--- config.mk ---
export PLATFORM = sky130hd
export DESIGN_NAME = ogrc_fifo
export DESIGN_NICKNAME = d
export VERILOG_FILES = /design/src/design/ogrc_pkg.sv /design/src/design/ogrc_fifo.sv
export SDC_FILE = /design/constraint.sdc
export NUM_CORES = 1
export LEC_CHECK = 0
export BUFFER_PORTS_ARGS = -buffer_cell sky130_fd_sc_hd__buf_2
export CAP_MARGIN = 10
export CORE_MARGIN = 10
export CORE_UTILIZATION = 46
export DETAILED_ROUTE_END_ITERATION = 8
export HOLD_SLACK_MARGIN = 0.02
export PLACE_DENSITY = 0.84
export REMOVE_ABC_BUFFERS = 1
export SYNTH_ARGS = -nofsm -noshare
export SYNTH_HDL_FRONTEND = slang
export SYNTH_SLANG_ARGS = --single-unit
--- constraint.sdc ---
create_clock -name clock -period 2.18 [get_ports clock]
set_clock_uncertainty 0.2 [all_clocks]
set_input_delay 0.327 -clock clock [delete_from_list [all_inputs] [get_ports clock]]
set_output_delay 0.327 -clock clock [all_outputs]
set_load 0.005 [all_outputs]
--- src/design/ogrc_pkg.sv ---
`default_nettype none
package ogrc_pkg;

   localparam int GRID_CELLS  = 32;
   localparam int IDX_W       = $clog2(GRID_CELLS);
   localparam int POS_W       = 16;
   localparam int AREA_W      = 15;
   localparam int CELL_W      = 12;
   localparam int QUO_W       = AREA_W;
   localparam int HIT_W       = 11;
   localparam int ACC_W       = $clog2(GRID_CELLS * GRID_CELLS + 1);
   localparam int CNT_W       = $clog2(GRID_CELLS + 1);
   localparam int QUEUE_DEPTH = 2;

   localparam logic [1:0] OP_CHECK_REGION = 2'd0;
   localparam logic [1:0] OP_SET_REGION   = 2'd1;
   localparam logic [1:0] OP_CLEAR_REGION = 2'd2;
   localparam logic [1:0] OP_CHECK_CELL   = 2'd3;

   localparam logic [1:0] KIND_CHECK = 2'd0;
   localparam logic [1:0] KIND_SET   = 2'd1;
   localparam logic [1:0] KIND_CLEAR = 2'd2;

   typedef logic [GRID_CELLS-1:0] column_type;

   typedef struct packed {
      logic [1:0]       kind;
      logic             scan;
      logic             coll_pre;
      logic [IDX_W-1:0] x_lo;
      logic [IDX_W-1:0] x_hi;
      logic [IDX_W-1:0] y_lo;
      logic [IDX_W-1:0] y_hi;
   } command_type;

   typedef struct packed {
      logic [CELL_W-1:0] cell_width;
      logic [CELL_W-1:0] cell_height;
      logic [AREA_W-1:0] area_width;
      logic [AREA_W-1:0] area_height;
   } config_type;

   function automatic column_type border_column(input int col);
      column_type w;
      w = '0;
      w[0] = 1'b1;
      w[GRID_CELLS-1] = 1'b1;
      if (col == 0 || col == GRID_CELLS - 1) begin
         w = '1;
      end
      return w;
   endfunction

   function automatic column_type range_mask(input logic [IDX_W-1:0] lo,
                                             input logic [IDX_W-1:0] hi);
      column_type m;
      for (int b = 0; b < GRID_CELLS; b++) begin
         m[b] = (IDX_W'(b) >= lo) && (IDX_W'(b) <= hi);
      end
      return m;
   endfunction

endpackage
`default_nettype wire

--- src/design/ogrc_fifo.sv ---
`default_nettype none
module ogrc_fifo
   import ogrc_pkg::*;
(
   input  wire logic        clock,
   input  wire logic        reset,
   input  wire logic        push,
   input  wire command_type push_data,
   output logic             full,
   input  wire logic        pop,
   output logic             not_empty,
   output command_type      pop_data
);

   localparam int PTR_W = (QUEUE_DEPTH > 1) ? $clog2(QUEUE_DEPTH) : 1;
   localparam int FILL_W = $clog2(QUEUE_DEPTH + 1);

   command_type       mem_ff [QUEUE_DEPTH];
   logic [PTR_W-1:0]  wr_ff, wr_in;
   logic [PTR_W-1:0]  rd_ff, rd_in;
   logic [FILL_W-1:0] fill_ff, fill_in;

   assign full      = (fill_ff == FILL_W'(QUEUE_DEPTH));
   assign not_empty = (fill_ff != '0);
   assign pop_data  = mem_ff[rd_ff];

   always_comb begin
      wr_in   = wr_ff;
      rd_in   = rd_ff;
      fill_in = fill_ff;
      if (push) begin
         wr_in = (wr_ff == PTR_W'(QUEUE_DEPTH - 1)) ? '0 : wr_ff + PTR_W'(1);
      end
      if (pop) begin
         rd_in = (rd_ff == PTR_W'(QUEUE_DEPTH - 1)) ? '0 : rd_ff + PTR_W'(1);
      end
      if (push && !pop) begin
         fill_in = fill_ff + FILL_W'(1);
      end else if (pop && !push) begin
         fill_in = fill_ff - FILL_W'(1);
      end
   end

   always_ff @(posedge clock) begin
      if (reset) begin
         wr_ff   <= '0;
         rd_ff   <= '0;
         fill_ff <= '0;
      end else begin
         wr_ff   <= wr_in;
         rd_ff   <= rd_in;
         fill_ff <= fill_in;
      end
      if (push) begin
         mem_ff[wr_ff] <= push_data;
      end
   end

endmodule
`default_nettype wire

# Word-level counts from Yosys, hierarchy flattened
# Memory sizes are Yosys's and may differ from the RTL's. A register that Yosys moved wholly into a read port is not among the register bits.
# Index checks and enable logic that the tools add are counted.
word_totals:
  ff_bits: 4
  mem_bits_rw: 48
  elab_cells: 23
  input_bits: 28
  output_inout_bits: 26
  mem_count: 1
mem_list:
  columns: ["name", "depth", "width", "read_ports", "rd_clocked_by_memory_dff", "wr", "line_no", "rtl"]
  rows:
  - ["mem_ff", 2, 24, 1, 1, 1, "ogrc_fifo.sv:18", "command_type mem_ff [QUEUE_DEPTH];"]
classes:
  eq_ne: 1
  mux: 8
  n_addsub: 4
  reduce_logical: 6
ops:
  columns: ["operator", "n"]
  rows:
  - ["2-to-1 mux 1 bit", 6]
  - ["2-to-1 mux 2 bit", 2]
  - ["nonzero test 2 bit", 2]
  - ["adder 1 bit, second input constant", 2]
  - ["adder 2 x 1 -> 2 bit, second input constant", 1]
  - ["equality test 2 bit, second input constant", 1]
  - ["logical AND 1 bit", 2]
  - ["zero test 1 bit", 2]
  - ["subtractor 2 x 1 -> 2 bit, second input constant", 1]

# Logic depth before layout (Yosys ltp)
# Gate-level depths: netlist (run 1).
logic_depth:
  ltp_word: 4
  mapped_depth: 5
  depth_no_buf: 5

# Worst setup path after synthesis (run 1)
# No wires, ideal clock.
synth_path:
  kind: "input port to flip-flop"
  start: "input port push"
  end: "memory mem_ff[0][0] (netlist bit) (enable)"
  setup_time_ps: 408
  slack_ps: 139
  required_time_ps: 1572
  path_stages: 1
  arrival_time_ps: 1433
  path_buffers: 0
  path_cell_list: "nor2b_1"
synth_between:
  elab_chain_len: 2
synth_lines:
  columns: ["element", "line_no", "rtl"]
  rows:
  - ["from (decl)", "ogrc_fifo.sv:7", "input wire logic push,"]
  - ["2-to-1 mux 1 bit", "ogrc_fifo.sv:54", "if (push) begin"]
  - ["2-to-1 mux 1 bit (implied by the code)", "ogrc_fifo.sv:55", "mem_ff[wr_ff] <= push_data;"]
  - ["to (decl)", "ogrc_fifo.sv:18", null]
# Every way passes these cells.

==> metrics.txt, run 1 <==
DIE AREA 7220 um^2; crit path cell chain buf_4, mux2_2, buf_2; MaxCap Viol Count 0; Synth top area share 0.7423; post-synth top area cell edfxtp_1; Final Cycle Share 0.8999; Top Ports 54; DRC viols 0; Clock Pin Slew Worst Setup and Hold Paths 0.09 ns; maximum vdd drop 0.4511 mV; slew margin rel. 0.7887; DR iter-0 viols 51; DR WL/cell 15.40 um; Cell Area, Synth ~1900 um^2; delay-heaviest family, CP buffers and inverters; Antenna Nets Post-Route 0; Ys Warns 0; Fill cells 324; Post-Syn Instances 97; total core area 4029 um^2; Tmin final 1.962 ns; dpl hpwl 2553 um; root buffer cell clkbuf_8; worst min path class in2reg; CTS tree done; Antenna diodes 0; routability cong. 0.7638; Worst-Margin Slew 0.3169 ns; met3 wire len ~280 um; Final setup viols 0; vias in the first global route roughly 1200; IO buf count 53; slowest stage delay, CP 0.39 ns; Total Neg Setup Slack 0 ns; CTS HTree Levels 2; wl on met1 1471 um; Data arrival, critical path 1.43 ns; crit start category flop; nets 210; die width 84.97 um; die height 84.97 um; Synth area leaders edfxtp_1 (74%), mux2_2 (14%), dfxtp_1 (5.2%); Via density 4.741; Syn Area/Cell 20.02 um^2; final instance area roughly 2600 um^2; post-CTS setup buffers 0; WL final 3572 um; first-pass GRT wire length 5692 um; initial antenna violation count 0; DR WL met2 between 1500 and 2000 um; CTS Buffer Depth 2; Worst Path Required 1.65 ns; RSZ-0062 raised after global routing false; pwr dens between 700 and 800 nW/um^2; register area share after synthesis 0.7938; CP Capture Type primary output; total CTS buffers 5; Yosys cell types 17; Placed Area ~2300 um^2; CP Max Fanout 24; status completed; crit path kind reg2out; Core Rows 23; P_leak 1.001 nW; Final Hold Fails 0; grt ovf 0; layout cells sized above 1 0.4945; Worst-Skew Late Latency 0.29 ns; pre-CTS setup slack 0.5276 ns; top sig layer met4; Initial DRT Pass Iterations 4; fmax 0.5097 GHz; Via Count 1100; Initial Util 0.4820; slowest stage cell, crit path mux2_2; final slew viol count 0; clk sinks 53; largest net degree at the start of global routing 25; Bufs and invs on worst path 2; Final WS setup 0.2182 ns; Layout area overhead 34.02%; synthesized flop and latch total 53; gr usage total 0.09777
[through the flow]
step                utilization  hold WS (ns)  std cells  power, W
floorplan                     -        0.1961         94  0.001343
global placement         0.5646        0.2726        200  0.001454
detailed placement       0.5646        0.2994        200  0.001467
CTS                      0.6335       0.02101        227  0.002007
global route             0.6460       0.03972        232  0.002092
finish                   0.6460       0.04903        232  0.001987
[cells in the mapped netlist]
cell type and count:
o21ai_0 1, nor2b_1 1, dfxtp_1 5, or2_2 1, buf_4 2, or3_1 1
nor2_1 4, a21oi_1 1, ha_1 1, and2b_2 1, and2_1 1, edfxtp_1 48
buf_2 1, mux2_2 24, inv_1 1, xnor2_1 2, xor2_1 2
[sequential cells by signal, indices dropped and copies added, names as in the netlist, named ones only]
register,count
rd_ff,1
wr_ff,1
fill_ff,2
mem_ff,48
[cells in the final DEF (no fill, tap or decap)]
master / instances
a21oi_1: 1
or3_1: 1
o21ai_0: 1
and2_1: 1
edfxtp_1: 48
inv_1: 1
nor2_1: 4
dlygate4sd3_1: 24
buf_4: 3
nor2b_2: 1
buf_2: 53
or2_2: 1
xor2_1: 2
mux2_2: 24
xnor2_1: 2
clkbuf_8: 5
clkinvlp_4: 2
clkbuf_1: 1
ha_1: 1
dfxtp_1: 5
and2b_2: 1
[what timing repair did]
item | 4_1_cts | 5_1_grt
hold buffers | 19 | 5
endpoints found under the hold margin | 37 | 10
resized for setup | 0 | 0
[layer usage]
metal	track usage	up-vias
met5	0	-
met2	0.1649	42
met3	0.04780	5
met4	0.03593	0
li1	-	533
met1	0.1031	520
[cell type report]
| cell class | count | area, um^2 | area share |
|---|---|---|---|
| multi-input cells | 40 | 379.1 | 0.1457 |
| flip-flops and latches | 53 | 1541 | 0.5923 |
| clock buffers | 6 | 72.57 | 0.02788 |
| inverters | 1 | 3.754 | 0.001442 |
| clock inverters | 2 | 15.01 | 0.005769 |
| well taps | 50 | 62.56 | 0.02404 |
| repair buffers | 80 | 528.0 | 0.2029 |
[power by group]
part | switching, W | total (W) | internal [W]
clock | 0.000292 | 0.000519 | 0.000226
sequential | 0.0000195 | 0.00120 | 0.00118
combinational | 0.000117 | 0.000270 | 0.000153
[final timing paths]
kind | startpoint | end | slack (ns) | cells past startpoint
setup / recovery | flop | pop_data[18] | 0.22 | 3
hold / removal | reset | wr_ff$_SDFFE_PP0P_ | 0.05 | 2
setup reg to reg | wr_ff$_SDFFE_PP0P_ | mem_ff[1][8]$_DFFE_PP_ | 0.82 | 2
hold reg to reg | fill_ff[1]$_SDFFE_PP0P_ | fill_ff[1]$_SDFFE_PP0P_ | 0.31 | 2
[kinds of logic after synthesis]
| logic type | count (synthesis) | synth area share |
|---|---|---|
| compound gates | 2 | 0.005150 |
| xor+xnor | 4 | 0.01804 |
| fa+ha+maj | 1 | 0.006442 |
| buf+inv | 4 | 0.01224 |
| flops | 53 | 0.7938 |
| mux | 24 | 0.1392 |
| simple gates | 9 | 0.02514 |
Power figures use the tool's default switching activity.
==> run 2, diff against run 1 <==
Settings changed: CORE_ASPECT_RATIO set to 0.5.
==> run 2 against run 1 <==
  * Maximum frequency barely moved
  * Clock power rose by 22%
  * Sequential share of layout area fell by 0.54 points
  * Setup slack improved by 0.0012 ns
  * Worst hold slack got worse by 0.015 ns
  * Combinational power barely moved
  * Utilization rose by 1.3 points
  * Die area rose by 2.2%
  * Critical path depth did not move
  * Routed wire length rose by 2.2%
  * Critical endpoint is now pop_data[23]
  * Largest cell class unchanged
==> metrics.txt, run 2 (synthesis results as in run 1) <==
status completed; Fill cells 268; Reg with most FFs mem_ff; nets 210; max reg flops between 40 and 50; Layout area overhead 35.24%; clk sinks 53; initial antenna violation count 0; total core area between 3000 and 4000 um^2; non-filler cells, final 236; routability cong. 0.6290; Core Rows 16; DRC viols 0; CTS Buffer Depth 2; Final WS setup 0.2193 ns; CTS HTree Levels 2; fmax between 0.5 and 0.6 GHz; CP Capture Type primary output; final slew viol count 0; die width 111.9 um; Initial Util 0.4874; Final Hold Fails 0; post-CTS setup buffers 0; die height 65.95 um; Total Neg Setup Slack 0 ns; dpl hpwl 2363 um; worst min path class in2reg; placed cells 204; total chip power 0.002103 W; Via density roughly 4.6; Top Ports 54; slew margin rel. 0.7835; Tmin final around 2.0 ns; P_leak 1.017 nW; Worst Path Required roughly 1.7 ns; slowest stage delay, CP approximately 0.38 ns; most common cell after layout, fill and taps aside buf_2; grt ovf 0; commonest cells after routing, fill and taps aside buf_2 (53), edfxtp_1 (48), mux2_2 (24), dlygate4sd3_1 (24); DIE AREA 7378 um^2; cts repair resizes 0; Clock Pin Slew Worst Setup and Hold Paths 0.09 ns; Final Cycle Share 0.8994; Placed Area ~2300 um^2; GR peak layer met2; CTS tree done; M1 GR Usage 0.08747; Worst-Margin Slew 0.3248 ns; slowest stage cell, crit path mux2_2; Min-Delay Startpoint reset; final instance area 2626 um^2; DR iter-0 viols 36; crit start category flop; vias in the first global route 1195; DR WL/cell ~15 um; MaxCap Viol Count 0; RSZ-0062 raised after global routing false; Data arrival, critical path around 1.4 ns; CP Max Fanout 24; first-pass GRT wire length 5678 um; Worst-Skew Late Latency 0.29 ns; crit path kind reg2out; Antenna Nets Post-Route 0; WL final about 3700 um; GRT met3 Usage 0.03080; largest registers mem_ff (48), fill_ff (2); layout cells sized above 1 0.4890; IO buf count 53; worst r2r src wr_ff$_SDFFE_PP0P_; crit path cell chain buf_4, mux2_2, buf_2; Via Count 1079; GRT met2 Usage 0.1994; root buffer cell clkbuf_8; Final setup viols 0; pwr dens 800.7 nW/um^2; gr usage total 0.09691; Antenna diodes 0; Initial DRT Pass Iterations 4; total CTS buffers 5; largest net degree at the start of global routing 25; maximum vdd drop about 0.40 mV; pre-CTS setup slack 0.5388 ns
run 2: cell type report:
cell class,count,area [um^2],share of cell area
Clock buffer,6,72.57,0.02763
Multi-Input combinational cell,40,379.1,0.1444
Sequential cell,53,1541,0.5869
Clock inverter,2,33.78,0.01286
Tap cell,54,67.56,0.02573
Timing Repair Buffer,80,528.0,0.2010
Inverter,1,3.754,0.001429
run 2: path summary, 6_finish.rpt:
path,to,slack (ns),cells after the start
worst max register to register,mem_ff[1][21]$_DFFE_PP_,0.82,2
worst min-delay path,fill_ff[1]$_SDFFE_PP0P_,0.03,2
worst max-delay path,pop_data[23],0.22,3
worst min register to register,fill_ff[1]$_SDFFE_PP0P_,0.33,2
run 2: critical path: cells and delay by family (launching register included):
kind | cells | cell delay (ns)
buffers and inverters | 2 | 0.43
flip-flops | 1 | 0.31
multiplexers | 1 | 0.38
run 2: per-layer routing:
| metal | share of wire | vias to the layer above |
|---|---|---|
| li1 | - | 534 |
| met1 | 0.37 | 521 |
| met2 | 0.59 | 19 |
| met3 | 0.034 | 5 |
| met4 | 0.0093 | 0 |
| met5 | 0 | - |
run 2: timing repair:
action,in CTS,in global routing
hold buffers,24,0
endpoints found under the setup margin,0,0
endpoints found under the hold margin,47,0
run 2: stage by stage:
stage | hold WS [ns] | utilization
final | 0.03423 | 0.6592
after detailed placement | 0.3139 | 0.5722
after CTS | 0.03267 | 0.6592
after global placement | 0.2747 | 0.5722
after floorplan | 0.1961 | -
after global routing | 0.03928 | 0.6592
run 2: report_power, final:
part	total, W	leakage [nW]	switching (W)	internal [W]
Combinational	0.000271	0.472	0.000118	0.000153
Clock	0.000633	0.0528	0.000294	0.000339
Sequential	0.00120	0.492	0.0000194	0.00118
Total	0.00210	1.02	0.000431	0.00167
==> run 3, diff against run 2 <==
Settings changed: CORE_ASPECT_RATIO 0.5 to 0.9.
==> run 3 against run 2 <==
  * Combinational power grew 4%
  * Sequential power is essentially flat
  * Worst hold slack gained 0.0091 ns
  * Sequential share of layout area grew 0.39 points
  * Cell count shrank 1.7%
  * Setup slack gained 0.044 ns
  * Routed wire length grew 5.5%
==> metrics.txt, run 3 (synthesis results as in run 1) <==
Clock Pin Slew Worst Setup and Hold Paths 0.09 ns; Core Rows 22; delay-heaviest family, CP multiplexers; maximum vdd drop 0.4958 mV; Final WS setup 0.2632 ns; DIE AREA 7224 um^2; die height 81.64 um; Worst Path Required 1.65 ns; Final Hold Fails 0; largest net degree at the start of global routing 17; reg2reg end fill_ff[1]$_SDFFE_PP0P_; Reg with most FFs mem_ff; DR iter-0 viols 34; slowest stage cell, crit path mux2_2; final instance area about 2600 um^2; first-pass GRT wire length 5996 um; crit path cell chain buf_4, mux2_2, buf_2; Final setup viols 0; slowest stage delay, CP 0.38 ns; initial antenna violation count 0; commonest cells after routing, fill and taps aside buf_2 (53), edfxtp_1 (48), mux2_2 (24); Layout area overhead 34.34%; DRC viols 0; layout cells sized above 1 0.5000; reg2reg path depth 3; fmax about 0.52 GHz; routability cong. roughly 0.70; P_leak 1.014 nW; most common cell after layout, fill and taps aside buf_2; largest registers mem_ff (48), fill_ff (2); total core area 4074 um^2; total chip power 0.001996 W; worst min path class in2reg; crit path kind reg2out; vias in the first global route ~1200; gr usage total 0.1110; pre-CTS setup slack roughly 0.54 ns; Tmin final 1.917 ns; Bufs and invs on worst path 2; total CTS buffers 5; Hold WS 0.04334 ns; Fill cells 299; R2R Setup Slk approximately 0.87 ns; worst r2r src fill_ff[0]$_SDFFE_PP0P_; CTS Buffer Depth 2; Initial DRT Pass Iterations 3; DR WL/cell 16.60 um; Worst-Margin Slew 0.2253 ns; CTS tree done; WL final 3852 um; Via density around 4.7; CTS HTree Levels 2; pwr dens ~770 nW/um^2; final slew viol count 0; Antenna diodes 0; Top Ports 54; CP Capture Type primary output; RSZ-0062 raised after global routing false; IO buf count 53; die width between 80 and 90 um; slew margin rel. 0.8482; clk sinks 53; Worst Setup EP pop_data[8]; instance count on the critical path 3; root buffer cell clkbuf_8; MaxCap Viol Count 0; Total Neg Setup Slack 0 ns; grt ovf 0; nets around 210; Final Cycle Share 0.8792; max reg flops 48; post-CTS setup buffers 0; Worst-Skew Late Latency 0.30 ns; Via Count roughly 1100; crit start category flop; dpl hpwl 2841 um; Antenna Nets Post-Route 0; CP Max Fanout 16; Placed Area ~2300 um^2; Data arrival, critical path ~1.4 ns; hold path cells 1; Initial Util 0.4767; status completed
-- run 3: metrics by stage --
step,utilization,cells
3_5_place_dp,0.5633,201
3_3_place_gp,0.5633,201
6_report,0.6404,232
2_1_floorplan,-,94
4_1_cts,0.6281,227
5_1_grt,0.6404,232
-- run 3: report_power, final --
part / switching (W) / internal [W]
clock network: 0.000288 / 0.000227
registers: 0.0000200 / 0.00118
logic: 0.000123 / 0.000158
total: 0.000431 / 0.00156
-- run 3: cell type report --
class | instances | area, um^2 | area share
tap | 48 | 60.06 | 0.02302
clock buffer | 7 | 76.32 | 0.02926
clock inverter | 1 | 7.507 | 0.002878
timing repair buffer | 82 | 540.5 | 0.2072
sequential | 53 | 1541 | 0.5909
inverter | 1 | 3.754 | 0.001439
multi-input combinational | 40 | 379.1 | 0.1453
-- run 3: layer usage --
layer / global-route usage / vias to the layer above / routed length (um)
met5: 0 / - / 0
met4: 0.03548 / 0 / 57
met3: 0.06429 / 6 / 407
met2: 0.1788 / 44 / 1806
met1: 0.1218 / 510 / 1580
li1: - / 538 / -
-- run 3: worst min-delay path by stage --
| stage | start | to | slack [ns] |
|---|---|---|---|
| floorplan | reset | fill_ff[1]$_SDFFE_PP0P_ | 0.20 |
| global placement | fill_ff[1]$_SDFFE_PP0P_ | fill_ff[1]$_SDFFE_PP0P_ | 0.27 |
| detailed placement | rd_ff$_SDFFE_PP0P_ | rd_ff$_SDFFE_PP0P_ | 0.31 |
| CTS | push_data[7] | mem_ff[1][7]$_DFFE_PP_ | 0.02 |
| global route | push_data[14] | mem_ff[0][14]$_DFFE_PP_ | 0.03 |
| finish | push_data[14] | mem_ff[0][14]$_DFFE_PP_ | 0.04 |
-- run 3: worst register-to-register path: stages, from the launching register on --
cell	delay [ns]
dfxtp_1	0.35
xor2_1	0.18
or3_1	0.34
a21oi_1	0.18
-- run 3: timing repair --
| action | in CTS | in global routing |
|---|---|---|
| hold buffers | 18 | 5 |
| setup endpoints to repair | 0 | 0 |
| resized for setup | 0 | 0 |
| endpoints found under the hold margin | 36 | 10 |
