<file path="src/design/ogrc_pkg.sv">
`default_nettype none
package ogrc_pkg;

   localparam int GRID_CELLS  = 32;
   localparam int IDX_W       = $clog2(GRID_CELLS);
   localparam int POS_W       = 16;
   localparam int AREA_W      = 15;
   localparam int CELL_W      = 12;
   localparam int QUO_W       = AREA_W;
   localparam int HIT_W       = 11;
   localparam int ACC_W       = $clog2(GRID_CELLS * GRID_CELLS + 1);
   localparam int CNT_W       = $clog2(GRID_CELLS + 1);
   localparam int QUEUE_DEPTH = 2;

   localparam logic [1:0] OP_CHECK_REGION = 2'd0;
   localparam logic [1:0] OP_SET_REGION   = 2'd1;
   localparam logic [1:0] OP_CLEAR_REGION = 2'd2;
   localparam logic [1:0] OP_CHECK_CELL   = 2'd3;

   localparam logic [1:0] KIND_CHECK = 2'd0;
   localparam logic [1:0] KIND_SET   = 2'd1;
   localparam logic [1:0] KIND_CLEAR = 2'd2;

   typedef logic [GRID_CELLS-1:0] column_type;

   typedef struct packed {
      logic [1:0]       kind;
      logic             scan;
      logic             coll_pre;
      logic [IDX_W-1:0] x_lo;
      logic [IDX_W-1:0] x_hi;
      logic [IDX_W-1:0] y_lo;
      logic [IDX_W-1:0] y_hi;
   } command_type;

   typedef struct packed {
      logic [CELL_W-1:0] cell_width;
      logic [CELL_W-1:0] cell_height;
      logic [AREA_W-1:0] area_width;
      logic [AREA_W-1:0] area_height;
   } config_type;

   function automatic column_type border_column(input int col);
      column_type w;
      w = '0;
      w[0] = 1'b1;
      w[GRID_CELLS-1] = 1'b1;
      if (col == 0 || col == GRID_CELLS - 1) begin
         w = '1;
      end
      return w;
   endfunction

   function automatic column_type range_mask(input logic [IDX_W-1:0] lo,
                                             input logic [IDX_W-1:0] hi);
      column_type m;
      for (int b = 0; b < GRID_CELLS; b++) begin
         m[b] = (IDX_W'(b) >= lo) && (IDX_W'(b) <= hi);
      end
      return m;
   endfunction

endpackage
`default_nettype wire

</file>
<file path="src/design/ogrc_div.sv">
`default_nettype none
module ogrc_div
   import ogrc_pkg::*;
(
   input  wire logic              clock,
   input  wire logic              load,
   input  wire logic              run,
   input  wire logic [QUO_W-1:0]  dividend,
   input  wire logic [CELL_W-1:0] divisor,
   output logic      [QUO_W-1:0]  quotient
);

   logic [CELL_W:0]   rem_ff, rem_in;
   logic [QUO_W-1:0]  quo_ff, quo_in;
   logic [CELL_W-1:0] dsr_ff, dsr_in;
   logic [CELL_W:0]   shifted;

   always_comb begin
      shifted = {rem_ff[CELL_W-1:0], quo_ff[QUO_W-1]};
      rem_in  = rem_ff;
      quo_in  = quo_ff;
      dsr_in  = dsr_ff;
      if (load) begin
         rem_in = '0;
         quo_in = dividend;
         // a zero cell size behaves as one
         dsr_in = (divisor == '0) ? CELL_W'(1) : divisor;
      end else if (run) begin
         if (shifted >= {1'b0, dsr_ff}) begin
            rem_in = shifted - {1'b0, dsr_ff};
            quo_in = {quo_ff[QUO_W-2:0], 1'b1};
         end else begin
            rem_in = shifted;
            quo_in = {quo_ff[QUO_W-2:0], 1'b0};
         end
      end
   end

   always_ff @(posedge clock) begin
      rem_ff <= rem_in;
      quo_ff <= quo_in;
      dsr_ff <= dsr_in;
   end

   assign quotient = quo_ff;

endmodule
`default_nettype wire

</file>
<file path="src/design/ogrc_front.sv">
`default_nettype none
module ogrc_front
   import ogrc_pkg::*;
(
   input  wire logic             clock,
   input  wire logic             reset,
   input  wire config_type       cfg,
   input  wire logic             req_valid,
   output logic                  req_ready,
   input  wire logic [1:0]       req_op,
   input  wire logic [POS_W-1:0] req_x_start,
   input  wire logic [POS_W-1:0] req_x_end,
   input  wire logic [POS_W-1:0] req_y_start,
   input  wire logic [POS_W-1:0] req_y_end,
   input  wire logic             queue_full,
   output logic                  push,
   output command_type           cmd
);

   localparam logic [1:0] S_IDLE = 2'd0;
   localparam logic [1:0] S_DIV  = 2'd1;
   localparam logic [1:0] S_PUSH = 2'd2;
   localparam int STEP_W = $clog2(QUO_W);

   logic [1:0]        state_ff, state_in;
   logic [STEP_W-1:0] step_ff, step_in;
   logic [1:0]        op_ff, op_in;
   logic [POS_W-1:0]  pos_ff [4];
   logic [POS_W-1:0]  pos_in [4];
   logic [3:0]        valid_ff, valid_in;
   logic [QUO_W-1:0]  quo [4];
   logic              accept;
   logic              run;

   assign req_ready = (state_ff == S_IDLE);
   assign accept    = req_valid && req_ready;
   assign run       = (state_ff == S_DIV);

   always_comb begin
      pos_in[0] = req_x_start;
      pos_in[1] = req_x_end;
      pos_in[2] = req_y_start;
      pos_in[3] = req_y_end;
      for (int k = 0; k < 4; k++) begin
         valid_in[k] = !pos_in[k][POS_W-1] &&
                       (pos_in[k][AREA_W-1:0] < ((k < 2) ? cfg.area_width : cfg.area_height));
      end
   end

   ogrc_div u_div_xs (.clock(clock), .load(accept), .run(run), .dividend(req_x_start[QUO_W-1:0]),
                      .divisor(cfg.cell_width), .quotient(quo[0]));
   ogrc_div u_div_xe (.clock(clock), .load(accept), .run(run), .dividend(req_x_end[QUO_W-1:0]),
                      .divisor(cfg.cell_width), .quotient(quo[1]));
   ogrc_div u_div_ys (.clock(clock), .load(accept), .run(run), .dividend(req_y_start[QUO_W-1:0]),
                      .divisor(cfg.cell_height), .quotient(quo[2]));
   ogrc_div u_div_ye (.clock(clock), .load(accept), .run(run), .dividend(req_y_end[QUO_W-1:0]),
                      .divisor(cfg.cell_height), .quotient(quo[3]));

   always_comb begin
      state_in = state_ff;
      step_in  = step_ff;
      op_in    = op_ff;
      push     = 1'b0;
      case (state_ff)
         S_IDLE: begin
            if (accept) begin
               op_in    = req_op;
               step_in  = '0;
               state_in = (req_op == OP_CHECK_CELL) ? S_PUSH : S_DIV;
            end
         end
         S_DIV: begin
            step_in = step_ff + STEP_W'(1);
            if (step_ff == STEP_W'(QUO_W - 1)) begin
               state_in = S_PUSH;
            end
         end
         S_PUSH: begin
            if (!queue_full) begin
               push     = 1'b1;
               state_in = S_IDLE;
            end
         end
         default: begin
            state_in = S_IDLE;
         end
      endcase
   end

   always_ff @(posedge clock) begin
      if (reset) begin
         state_ff <= S_IDLE;
      end else begin
         state_ff <= state_in;
      end
      step_ff <= step_in;
      op_ff   <= op_in;
      if (accept) begin
         for (int k = 0; k < 4; k++) begin
            pos_ff[k] <= pos_in[k];
         end
         valid_ff <= valid_in;
      end
   end

   // turn cell indices into a scan command
   always_comb begin
      logic [3:0]       on_grid;
      logic [QUO_W-1:0] clamp [4];
      logic [QUO_W-1:0] lx, ly;
      logic             cx_in, cy_in;
      for (int k = 0; k < 4; k++) begin
         on_grid[k] = quo[k] < QUO_W'(GRID_CELLS);
         clamp[k]   = on_grid[k] ? quo[k] : QUO_W'(GRID_CELLS - 1);
      end
      lx    = valid_ff[0] ? quo[0] : '0;
      ly    = valid_ff[2] ? quo[2] : '0;
      cx_in = !pos_ff[0][POS_W-1] && (pos_ff[0][QUO_W-1:0] < QUO_W'(GRID_CELLS));
      cy_in = !pos_ff[2][POS_W-1] && (pos_ff[2][QUO_W-1:0] < QUO_W'(GRID_CELLS));

      cmd.kind     = KIND_CHECK;
      cmd.scan     = 1'b0;
      cmd.coll_pre = 1'b0;
      cmd.x_lo     = quo[0][IDX_W-1:0];
      cmd.x_hi     = clamp[1][IDX_W-1:0];
      cmd.y_lo     = quo[2][IDX_W-1:0];
      cmd.y_hi     = clamp[3][IDX_W-1:0];
      case (op_ff)
         OP_CHECK_REGION: begin
            if (valid_ff != 4'b1111) begin
               cmd.coll_pre = 1'b1;
            end else if (quo[0] <= quo[1] && quo[2] <= quo[3]) begin
               cmd.coll_pre = !on_grid[1] || !on_grid[3];
               cmd.scan     = on_grid[0] && on_grid[2];
            end
         end
         OP_SET_REGION, OP_CLEAR_REGION: begin
            cmd.kind = (op_ff == OP_SET_REGION) ? KIND_SET : KIND_CLEAR;
            cmd.x_lo = lx[IDX_W-1:0];
            cmd.y_lo = ly[IDX_W-1:0];
            cmd.scan = valid_ff[1] && valid_ff[3] && (lx <= clamp[1]) && (ly <= clamp[3]);
         end
         OP_CHECK_CELL: begin
            cmd.x_lo     = pos_ff[0][IDX_W-1:0];
            cmd.x_hi     = pos_ff[0][IDX_W-1:0];
            cmd.y_lo     = pos_ff[2][IDX_W-1:0];
            cmd.y_hi     = pos_ff[2][IDX_W-1:0];
            cmd.scan     = cx_in && cy_in;
            cmd.coll_pre = !(cx_in && cy_in) && ((&pos_ff[0]) || (&pos_ff[2]));
         end
         default: begin
            cmd.scan = 1'b0;
         end
      endcase
   end

endmodule
`default_nettype wire

</file>
<file path="config.mk">
export PLATFORM = sky130hd
export DESIGN_NAME = ogrc_front
export DESIGN_NICKNAME = d
export VERILOG_FILES = /design/src/design/ogrc_pkg.sv /design/src/design/ogrc_div.sv /design/src/design/ogrc_front.sv
export SDC_FILE = /design/constraint.sdc
export NUM_CORES = 1
export LEC_CHECK = 0
export ABC_CLOCK_PERIOD_IN_PS = 5100
export BUFFER_PORTS_ARGS = -buffer_cell sky130_fd_sc_hd__buf_2
export CAP_MARGIN = 40
export CORE_MARGIN = 3
export CORE_UTILIZATION = 45
export CTS_CLUSTER_DIAMETER = 80
export DETAILED_ROUTE_END_ITERATION = 6
export PLACE_DENSITY = 0.62
export SYNTH_ARGS = -nofsm -noshare
export SYNTH_HDL_FRONTEND = slang
export SYNTH_SLANG_ARGS = --single-unit
</file>
<file path="constraint.sdc">
create_clock -name clock -period 5.1 [get_ports clock]
set_input_delay 0 -clock clock [delete_from_list [all_inputs] [get_ports clock]]
set_output_delay 0 -clock clock [all_outputs]
set_load 0.005 [all_outputs]
</file>
==> Word-level counts from Yosys, hierarchy flattened <==
Memory sizes are Yosys's and may differ from the RTL's.
Cells that the tools add are included.
W data, S select, Z words.
{ "word_totals": {"register_bits": 144, "latchBits": 0, "ramBits": 64, "rom_bits": 0, "input_bits": 124, "output_inout_bits": 26, "elab_cells": 128, "n_memories": 1} }
{ "mem_list": {"columns": ["name", "words", "width", "rd", "rd_clocked_by_memory_dff", "write_ports", "line", "rtl"], "rows": [
  ["pos_ff", 4, 16, 2, 0, 4, "ogrc_front.sv:28", "logic [POS_W-1:0] pos_ff [4];"]
]} }
{ "classes": {"addsub": 5, "mul": 0, "n_div": 0, "magnitude_cmp": 18, "n_eq_ne": 11, "n_shift": 0, "muxes": 42, "n_bitwise": 0, "n_reduce_logical": 37} }
{ "op_table": {"columns": ["operator", "count"], "rows": [
  ["$mux W15", 12],
  ["$lt A15 B6 Y1 const B", 6],
  ["$le A15 B15 Y1", 4],
  ["$lt A15 B15 Y1", 4],
  ["$ge A13 B12 Y1", 4],
  ["$mux W12", 4],
  ["$sub A12 B12 Y12", 4],
  ["$reduce_and A16 Y1", 2],
  ["$logic_not A12 Y1", 2],
  ["$pmux W5 S2", 2],
  ["$logic_and A1 B1 Y1", 14],
  ["$mux W2", 7],
  ["$mux W1", 10],
  ["$mux W5", 2],
  ["$logic_not A1 Y1", 9],
  ["$eq A2 B2 Y1 const B", 4],
  ["$pmux W4 S2", 1],
  ["$pmux W2 S3", 1],
  ["$add A4 B1 Y4 const B", 1],
  ["$eq A2 B1 Y1 const B", 2],
  ["$eq A4 B4 Y1 const B", 1],
  ["$logic_not A2 Y1", 2],
  ["$mux W4", 1],
  ["$ne A2 B1 Y1 const B", 2],
  ["other kinds (9)", 12]
]} }

==> Longest topological paths before layout <==
Gate-level depths: netlist of the first run.
An unclocked memory read counts as a cell.
{ "depth": {"ltp_word": 7, "depth_mapped": 11, "ltp_nobuf": 11} }

==> Hierarchy <==
From an unflattened synthesis of the first run, not the netlist that was laid out.
{ "unflattened": {"cells_unflattened": 1444, "area_unflattened_um2": 14253.7} }
{ "by_module_without_submodules": {"columns": ["module", "n_inst", "cells_each", "area_per_inst_um2", "seq_area_each_um2"], "rows": [
  ["ogrc_div", 4, 223, 2324.7, 1051.0],
  ["ogrc_front", 1, 552, 4954.8, 1301.2]
]} }

==> Worst setup path before layout of the first run <==
OpenSTA, ideal clock, no wires.
{ "synth_timing": {"path_kind": "reg2reg", "start": "reg state_ff[1]", "end": "reg op_ff[0], enable pin", "setup_time_ns": 0.450, "arrival_ns": 2.982, "required_ns": 4.650, "path_slack_ns": 1.668, "path_stages_with_launch": 6, "path_buffers": 2, "period_less_slack_ns": 3.432, "cell_sequence": "dfxtp_1 nor2_1 nand2_1 clkinv_1 clkbuf_1 clkbuf_1"} }
{ "synth_between": {"elab_chain_cells": 3} }
{ "synth_rtl": {"columns": ["item", "line", "rtl"], "rows": [
  ["from (decl)", "ogrc_front.sv:25", "logic [1:0] state_ff, state_in;"],
  ["from (signal assigned)", "ogrc_front.sv:94", "state_ff <= state_in;"],
  ["$logic_not A2 Y1", "ogrc_front.sv:35", "assign req_ready = (state_ff == S_IDLE);"],
  ["named net req_ready", "ogrc_front.sv:9", "output logic req_ready,"],
  ["$logic_and A1 B1 Y1", "ogrc_front.sv:36", "assign accept = req_valid && req_ready;"],
  ["named net accept", "ogrc_front.sv:32", "logic accept;"],
  ["$reduce_and A2 Y1 (no line)", null, null],
  ["to (signal assigned)", "ogrc_front.sv:97", "op_ff <= op_in;"],
  ["to (decl)", "ogrc_front.sv:27", "logic [1:0] op_ff, op_in;"]
]} }
The timed path passes the listed nets, and every way through them passes these cells.
A chain may end at the register's enable or synchronous reset.

==> results_dict.tcl, run 1 <==
set metrics [dict create \
    status "finished clean" \
    drtIter0Drc 696 \
    power.share.clock_pct 28.2 \
    gp_congestion 0.883 \
    synth-main-ff-cell "edfxtp_1" \
    multi_input_area_um2 7110 \
    hold_viol 0 \
    drc 0 \
    post_drt_wl_per_cell_um 17.3 \
    layout.cells.non_filler 1954 \
    hold_path.class "in2reg" \
    holdBufCountCts 91 \
    pre_cts_slack_ns 2.09 \
    clockBufferDepth 2 \
    ff2ff_path_depth 9 \
    slew_headroom_pct 45.9 \
    cts-htree-levels 4 \
    worstHoldEndpoint "valid_ff[1]" \
    grt_pass1_wl_um 53100 \
    track_usage_pct 22.8 \
    final.setup_skew_ns 0.0178 \
    worstPathCellList "nor4_1 -> nand4_1 -> nor2_1 -> ha_1 -> a21oi_1 -> o21ai_0 -> a221o_1 -> a22oi_1 -> a31oi_1 -> o21bai_1 -> buf_2" \
    tightest_slew_ns 0.811 \
    hpwl_um 25100 \
    p_sw_share_pct 34.3 \
    cpPeakStageDelay_ns 0.50 \
    core_area_um2 27100 \
    nets 1868 \
    firstDrtPassIters 6 \
    first_global_vias 10300 \
    cp-end-kind "output port" \
    vias 10500 \
    rsz0062_at_grt "no" \
    whs_path_depth 4 \
    tns_ns 0 \
    r2r_slack_ns 2.09 \
    routed_wl_um 33800 \
    hp-start "req_x_end[15]" \
    die_w_um 172 \
    worst_ep_arrival_time_ns 3.39 \
    antenna_found_initial 0 \
    cts-root-buf "clkbuf_16" \
    portBuffers 149 \
    clkTransAtPathRegs_ns 0.07 \
    fill_cells 2447 \
    ys_ff_latch 176 \
    setup_viol 0 \
    die_area_um2 29700 \
    grt_max_degree 80 \
    critPathKind "reg2out" \
    drv_slew 0 \
    powerDensity_nw_per_um2 321 \
    critPathTopFamily "simple AND/OR/NAND/NOR gates" \
    holdWs_ns 0.0440 \
    seq_area_um2 4780 \
    synth_warnings 0 \
    leakage_uw 0.00705 \
    cp_num_cells 11 \
    postSynthCellCount 1340 \
    drv_cap 0 \
    crit_fanout 10 \
    cp-start-kind "flip-flop" \
    cts_tree "yes" \
    dp_cells 1831 \
    switchingPower_uw 1670 \
    synthTopCellsByCount "nand2_1, ha_1, edfxtp_1" \
    cts_buffers 17 \
    p_seq_share_pct 40.8 \
    ir_drop_mv 0.193 \
    gr-total-overflow 0 \
    start_util_pct 46.0 \
    yosysUniqueCellTypes 66 \
    comb_power_share_pct 31.0 \
    synth_area_leader_cell "edfxtp_1" \
    synthTopCellsByArea "edfxtp_1, ha_1, dfxtp_1, nand2_1, o21ai_0" \
    viasPerCell 5.40 \
    internal_power_uw 3190 \
    post_cts_resized 0 \
    rows 60 \
    antennaDiodeCount 0 \
    fin_ws_ns 1.71 \
    cts_setup_buffers 0 \
    clock_latency_ns 0.44 \
    synth_top_area_share_pct 30.4 \
    fmax_ghz 0.295 \
    synth_area_per_cell_um2 9.30 \
    synth-edff-count 126 \
    synth_most_common_cell "nand2_1" \
    period_needed_ns 3.39 \
    ant_nets 0 \
    r2r_end "u_div_ye.rem_ff[1]" \
    crit_buf_inv 1 \
    worstReg2RegStart "u_div_ye.dsr_ff[1]" \
    final_layout_size_suffix_gt1_share_pct 13.3 \
    area_growth_syn_to_layout_pct 21.3 \
    die_h_um 172 \
    cp_slowest_cell "nand4_1" \
    synth-async-reset-ratio_pct 0 \
    timing.final.crit_share_pct 66.5 \
    worstPathRequired_ns 5.10 \
    synth_area_um2 12500 \
    seq_area_frac_synth_pct 38.4 \
    cts_sinks 176 \
    ios 150 \
    final_util_pct 55.8 \
]
## worst reg2reg max path: cells and delay by family (launching register included)
| kind | cells | cell delay (ns) |
|---|---|---|
| compound gates | 5 | 1.46 |
| buf+inv | 1 | 0.11 |
| mux | 1 | 0.41 |
| simple gates | 1 | 0.14 |
| fa+ha+maj | 1 | 0.31 |
| flops | 1 | 0.49 |
## through the flow
stage          area (um^2)  total power [uW]
3_5_place_dp         13600              3450
3_3_place_gp         13600              3420
6_report             15100              4860
4_1_cts              15100              4880
2_1_floorplan        12500              3020
5_1_grt              15100              5170
## power groups by stage
stage / Sequential, uW / Clock, uW / Combinational, uW
6_report: 1980 / 1370 / 1510
5_1_grt: 2010 / 1440 / 1720
4_1_cts: 1980 / 1390 / 1500
3_5_place_dp: 2010 / 0 / 1440
3_3_place_gp: 2010 / 0 / 1400
2_1_floorplan: 1930 / 0 / 1090
## registers in the layout (all words and copies together), names as in the netlist, 4 cells and up
signal / count
u_div_xe.quotient: 15
u_div_xs.dsr_ff: 12
u_div_ye.rem_ff: 12
pos_ff: 32
u_div_ye.quotient: 15
valid_ff: 4
u_div_ys.rem_ff: 12
step_ff: 4
u_div_ys.quotient: 15
u_div_ye.dsr_ff: 12
u_div_xs.quotient: 15
u_div_xe.rem_ff: 12
u_div_xs.rem_ff: 12
## layer usage
| metal | GRT usage (%) | vias up | part of all wire [%] |
|---|---|---|---|
| met1 | 30.2 | 4915 | 46 |
| met5 | 0 | - | 0 |
| met3 | 3.32 | 50 | 4.2 |
| met2 | 38.8 | 270 | 48 |
| li1 | - | 5311 | - |
| met4 | 6.70 | 0 | 2.3 |
## cells in the final DEF (no fill, tap or decap), types with 6 or more instances in the layout
cell / count
xor2_1: 13
nand4_1: 33
o21ai_0: 85
ha_1: 171
edfxtp_1: 126
inv_1: 107
conb_1: 20
and2_1: 28
dfxtp_1: 50
o2111ai_1: 6
o21bai_1: 6
o21a_1: 13
clkbuf_16: 17
o21ai_1: 9
nor2b_1: 13
and3_1: 10
nor4_1: 20
nor3_1: 31
a21o_1: 30
nand2_1: 174
nand3_1: 41
a22o_1: 13
nand2b_1: 7
xnor2_1: 24
nor2_1: 65
mux2i_1: 39
a21oi_1: 59
buf_4: 7
a211oi_1: 10
dlygate4sd3_1: 91
or3_1: 7
a31oi_1: 17
buf_2: 149
## worst max-delay path by stage
| stage | end | slack [ns] | from |
|---|---|---|---|
| after detailed placement | u_div_xe.quotient[1] | 2.09 | state_ff[1] |
| final | cmd[21] | 1.71 | u_div_xe.quotient[14] |
| after CTS | cmd[21] | 1.74 | u_div_ye.quotient[14] |
| after global placement | u_div_xe.quotient[1] | 1.90 | state_ff[1] |
| after floorplan | op_ff[0] | 1.67 | state_ff[1] |
| after global routing | cmd[21] | 1.47 | u_div_ye.quotient[9] |
## cell type report
class,instances,share of cell area (%)
Clock buffer,17,2.81
Clock inverter,15,1.16
Inverter,109,2.72
Multi-Input combinational cell,1016,47.0
Sequential cell,176,31.7
Tap cell,372,3.08
Timing Repair Buffer,249,11.6
## cells by family (layout without fill, tap and decap cells)
kind of cell             Yosys count  after routing  synth area share, %
XOR/XNOR                          37             37                 2.60
flip-flops                       176            176                 38.4
other                              1             20               0.0301
multiplexers                      42             42                 3.40
AND/OR/NAND/NOR                  445            445                 16.9
buffers and inverters            167            390                 5.18
adder cells (fa/ha/maj)          175            175                 17.8
AO/OA/AOI/OAI                    297            297                 15.6
(Power assumes the default switching activity.)
==> run 2, diff against run 1 <==
ABC_AREA = 1   (was unset)
ABC_CLOCK_PERIOD_IN_PS = 3000   (was 5100)
PLACE_DENSITY = 0.65   (was 0.62)
clock period = 3 ns   (was 5.1 ns; I/O delays follow)
==> run 2 against run 1 <==
  * Clock power is 73% higher
  * Power grew to 2.9 times the previous value
  * Critical path depth is 7 higher
  * Worst setup slack worse by 1.4 ns
  * Routed wire length is 4.4% higher
  * Clock skew is 0.0037 ns lower
  * Critical endpoint unchanged
  * Largest power group is now combinational cells
  * Highest routed layer unchanged
==> results_dict.tcl, run 2 <==
set metrics [dict create \
    r2r_end "u_div_xs.rem_ff[8]" \
    cp_slowest_cell "edfxtp_1" \
    tns_ns 0 \
    gp_congestion 0.918 \
    cpPeakStageDelay_ns 0.41 \
    period_needed_ns 2.70 \
    powerDensity_nw_per_um2 889 \
    slew_headroom_pct 48.8 \
    rows 61 \
    synth_top_area_share_pct 28.9 \
    routed_wl_um 35300 \
    fill_cells 2625 \
    r2r_slack_ns 0.81 \
    synth_area_per_cell_um2 7.96 \
    cts_sinks 176 \
    gr-total-overflow 0 \
    drc 0 \
    synth_area_leader_cell "edfxtp_1" \
    hp-start "req_valid" \
    clkTransAtPathRegs_ns 0.08 \
    synth-main-ff-cell "edfxtp_1" \
    ant_nets 0 \
    cp-end-kind "output port" \
    cts_buffers 17 \
    core_area_um2 28200 \
    crit_top_cell "nand2_1" \
    worst_ep_arrival_time_ns 2.70 \
    portBuffers 149 \
    synth_warnings 0 \
    nets 2172 \
    final.setup_skew_ns 0.0141 \
    cts_tree "yes" \
    whs_path_depth 7 \
    postSynthCellCount 1644 \
    ff2ff_path_depth 9 \
    worstPathCellList "nor2_1 -> nand4_1 -> nor2_2 -> inv_2 -> nor2_2 -> ha_1 -> a21oi_1 -> o21ai_0 -> nand2_1 -> nand3_1 -> nand2_1 -> nand2_1 -> nand2_1 -> nand3_1 -> nand2_1 -> nand2_1 -> nand2_1 -> buf_2" \
    clockBufferDepth 2 \
    synth-async-reset-ratio_pct 0 \
    hold_viol 0 \
    setup_viol 0 \
    ios 150 \
    cp-startpoint "u_div_xe.quotient[14]" \
    hpwl_um 25900 \
    worstPathRequired_ns 3.00 \
    cts-root-buf "clkbuf_16" \
    track_usage_pct 22.9 \
    worstHoldEndpoint "state_ff[1]" \
    antenna_found_initial 0 \
    synth_most_common_cell "nand2_1" \
    die_area_um2 31200 \
    grt_pass1_wl_um 57300 \
    synth_area_um2 13100 \
    final_layout_size_suffix_gt1_share_pct 13.8 \
    rsz0062_at_grt "no" \
    mostFrequentLayoutCells "nand2_1, inv_1, ha_1" \
    largest_reg_flops 32 \
    final_area_um2 15700 \
    tightest_slew_ns 0.768 \
    dp_cells 2139 \
    critPathKind "reg2out" \
    drv_slew 0 \
    viasPerCell 5.19 \
    ys_ff_latch 176 \
    first_global_vias 11600 \
    antennaDiodeCount 0 \
    final_common_cell "nand2_1" \
    yosysUniqueCellTypes 51 \
    cts-htree-levels 4 \
    die_h_um 177 \
    fmax_ghz 0.370 \
    hold_path.class "in2reg" \
    drv_cap 0 \
    clock_latency_ns 0.43 \
    status "finished clean" \
    post_drt_wl_per_cell_um 15.6 \
    cp-start-kind "flip-flop" \
    dpl_cell_area_um2 14200 \
    synthTopCellsByArea "edfxtp_1, ha_1, nand2_1, dfxtp_1, inv_1" \
    crit_fanout 4 \
    firstDrtPassIters 6 \
    seq_area_frac_synth_pct 36.5 \
    final_util_pct 55.7 \
    grt_max_degree 80 \
    drtIter0Drc 872 \
    timing.final.crit_share_pct 90.1 \
    ir_drop_mv 0.552 \
    area_growth_syn_to_layout_pct 20.2 \
    die_w_um 177 \
    regMostFlops "pos_ff" \
    worstReg2RegStart "u_div_xs.quotient[14]" \
    synthTopCellsByCount "nand2_1, inv_1, ha_1" \
    leakage_uw 0.00769 \
    vias 11800 \
    start_util_pct 46.4 \
    layout.cells.non_filler 2264 \
    synth-edff-count 126 \
]
run 2: changes by cell type after synthesis, sizes merged, moves of 12 or more:
cell    change
nor2       +36
a21oi      +48
inv       +111
nand3      +26
a22o       -13
mux2i      -39
nand2     +284
and2       -28
nor2b      -13
a31oi      -12
o211ai     +14
o21ai      +34
nor3       -18
a21o       -24
run 2: what timing repair did:
action / CTS / global route
buffers inserted: 0 / 1
endpoints found under the setup margin: 0 / 1
resized for setup: 0 / 6
endpoints found under the hold margin: 123 / 0
hold buffers: 92 / 0
run 2: metrics by stage:
step | setup slack [ns] | hold slack, ns | total power (uW)
global route | 0.0132 | 0.158 | 15300
floorplan | 0.832 | 0.0342 | 9840
global placement | 0.656 | 0.190 | 11300
CTS | 0.106 | 0.0963 | 14000
finish | 0.297 | 0.112 | 14000
detailed placement | 0.592 | 0.195 | 11500
run 2: how the worst max path moves through the flow:
stage,end,cells past startpoint,slack [ns]
6_report,cmd[21],18,0.30
3_3_place_gp,cmd[21],18,0.66
4_1_cts,cmd[21],18,0.11
5_1_grt,cmd[21],18,0.01
2_1_floorplan,op_ff[0],5,0.83
3_5_place_dp,cmd[21],18,0.59
run 2: power breakdown:
part / switching (uW) / total, uW / internal (uW)
sequential: 774 / 4570 / 3800
combinational: 4510 / 7060 / 2560
clock: 1030 / 2370 / 1340
run 2: area by class of cell:
| type | instances | area (um^2) | area share (%) |
|---|---|---|---|
| Multi-Input combinational cell | 1209 | 7280 | 46.2 |
| Sequential cell | 176 | 4780 | 30.4 |
| Timing Repair Buffer | 250 | 1770 | 11.3 |
| Inverter | 219 | 825 | 5.24 |
| Clock buffer | 21 | 483 | 3.07 |
| Tap cell | 378 | 473 | 3.00 |
| Clock inverter | 11 | 126 | 0.803 |
run 2: metal layers:
metal,share of wire [%],up-vias,global-route usage [%]
met5,0,-,0
met4,1.5,0,4.98
met3,6.0,38,4.00
met2,45,354,37.3
met1,47,5422,31.9
li1,-,5945,-
run 2: cells by family (layout without fill, tap and decap cells):
group	Yosys count	count (layout)	share of synthesized area, %
AND/OR/NAND/NOR	707	707	23.7
adder cells (fa/ha/maj)	175	175	17.0
other	1	20	0.0286
XOR/XNOR	27	27	1.81
buffers and inverters	278	501	8.55
flip-flops	176	176	36.5
AO/OA/AOI/OAI	280	280	12.4
run 2: worst max-delay path: cells and delay by family (launching register included):
family                     cells  cell delay [ns]
AOI/OAI and AO/OA              2             0.25
adders and majority gates      1             0.26
buffers and inverters          2             0.22
DFF                            1             0.41
and+or+nand+nor               13             1.14
==> run 3, diff against run 2 <==
BUFFER_PORTS_ARGS = unset   (was -buffer_cell sky130_fd_sc_hd__buf_2)
DONT_BUFFER_PORTS = 1   (was unset)
PLACE_DENSITY = 0.6   (was 0.65)
==> run 3 against run 2 <==
  * Global-route usage fell by 0.92 points
  * Combinational power shrank 3%
  * Power decreased by 2.5%
  * Critical endpoint unchanged
  * Largest cell class unchanged
  * Largest power group unchanged
==> results_dict.tcl, run 3 (synthesis gave the netlist of run 2 again) <==
set metrics [dict create \
    final_util_pct 53.1 \
    hpwl_um 25500 \
    cts_buffers 17 \
    tightest_slew_ns 0.799 \
    hold_viol 0 \
    dp_cells 1991 \
    worstPathRequired_ns 3.00 \
    crit_fanout 4 \
    grt_max_degree 67 \
    drc 0 \
    cts_tree "yes" \
    final_common_cell "nand2_1" \
    viasPerCell 5.20 \
    final.setup_skew_ns 0.0168 \
    start_util_pct 46.4 \
    ir_drop_mv 0.414 \
    mostFrequentLayoutCells "nand2_1, inv_1, ha_1" \
    p_sw_share_pct 45.6 \
    timing.final.crit_share_pct 89.3 \
    rows 61 \
    drv_cap 0 \
    tns_ns 0 \
    first_global_vias 10900 \
    routed_wl_um 33700 \
    hold_path.class "in2reg" \
    leakage_uw 0.00710 \
    largest_reg_flops 32 \
    vias 11000 \
    drv_slew 0 \
    critPathKind "reg2out" \
    ant_nets 0 \
    final_layout_size_suffix_gt1_share_pct 6.54 \
    drtIter0Drc 735 \
    clockBufferDepth 2 \
    powerDensity_nw_per_um2 910 \
    layout.cells.non_filler 2120 \
    clkTransAtPathRegs_ns 0.08 \
    track_usage_pct 21.9 \
    antenna_found_initial 0 \
    core_area_um2 28200 \
    clock_latency_ns 0.44 \
    setup_viol 0 \
    power.share.clock_pct 16.2 \
    dpl_cell_area_um2 13500 \
    die_area_um2 31200 \
    p_seq_share_pct 33.4 \
    nets 2028 \
    worst_ep_arrival_time_ns 2.68 \
    rsz0062_at_grt "no" \
    period_needed_ns 2.68 \
    cts_sinks 176 \
    die_h_um 177 \
    fmax_ghz 0.373 \
    comb_power_share_pct 50.3 \
    regMostFlops "pos_ff" \
    cts-root-buf "clkbuf_16" \
    slew_headroom_pct 46.3 \
    gp_congestion 0.923 \
    gr-total-overflow 0 \
    whs_path_depth 4 \
    cp-end-kind "output port" \
    area_growth_syn_to_layout_pct 14.5 \
    antennaDiodeCount 0 \
    ios 150 \
    portBuffers 0 \
    final_area_um2 15000 \
    switchingPower_uw 6220 \
    cp-start-kind "flip-flop" \
    firstDrtPassIters 5 \
    status "finished clean" \
    internal_power_uw 7430 \
    cts-htree-levels 4 \
    post_drt_wl_per_cell_um 15.9 \
    grt_pass1_wl_um 55100 \
    die_w_um 177 \
    ff2ff_path_depth 9 \
]
run 3: timing repair:
item                                    CTS  global route
buffers inserted                          0             3
endpoints found under the setup margin    0             1
resized for setup                         0             5
hold endpoints to repair                124             0
hold buffers                             94             0
run 3: stage by stage:
| stage | power [uW] | hold slack, ns | setup WS, ns |
|---|---|---|---|
| 3_3_place_gp | 11200 | 0.0401 | 0.721 |
| 3_5_place_dp | 11300 | 0.0402 | 0.660 |
| 4_1_cts | 13700 | 0.00954 | 0.155 |
| 5_1_grt | 15000 | 0.00519 | 0.00731 |
| 6_report | 13700 | 0.0255 | 0.321 |
| 2_1_floorplan | 9840 | 0.0342 | 0.832 |
run 3: critical path: stages (launching register included):
cell,delay (ns)
edfxtp_1,0.42
nor2_1,0.13
nand4_1,0.11
nor2_2,0.19
inv_1,0.11
nor2_1,0.16
ha_1,0.27
a21oi_1,0.15
nor2_1,0.06
nor2_1,0.08
nand3_1,0.08
nand2_1,0.06
nand2_1,0.04
nand2_1,0.05
nand3_1,0.06
nand2_1,0.06
nand2_1,0.06
nand2_2,0.13
run 3: final cells by class:
type                            instances  area [um^2]
Clock buffer                           20          437
Clock inverter                         12          125
Fill cell                            2717        13200
Inverter                              219          825
Multi-Input combinational cell       1209         7280
Sequential cell                       176         4780
Tap cell                              378          473
Timing Repair Buffer                  106         1080
run 3: per-layer routing:
metal  global-route usage (%)  wire (um)  vias to the layer above
met5                        0          0                        -
met3                     5.48       2130                       53
li1                         -          -                     5657
met1                     29.3      15800                     5013
met2                     35.1      14900                      296
met4                     7.04        850                        0
run 3: path summary, 6_finish.rpt:
check / startpoint / end / slack, ns
min reg2reg: u_div_ye.rem_ff[2] / u_div_ye.rem_ff[2] / 0.47
min: req_x_end[14] / valid_ff[1] / 0.03
max: u_div_ye.quotient[14] / cmd[21] / 0.32
max reg2reg: u_div_xs.quotient[14] / u_div_xs.rem_ff[8] / 0.76
run 3: power groups by stage:
| stage | combinational [uW] | sequential, uW | clock [uW] |
|---|---|---|---|
| floorplan | 5520 | 4320 | 0 |
| global placement | 6590 | 4590 | 0 |
| detailed placement | 6700 | 4600 | 0 |
| CTS | 6880 | 4560 | 2270 |
| global route | 7930 | 4680 | 2360 |
| finish | 6870 | 4570 | 2220 |
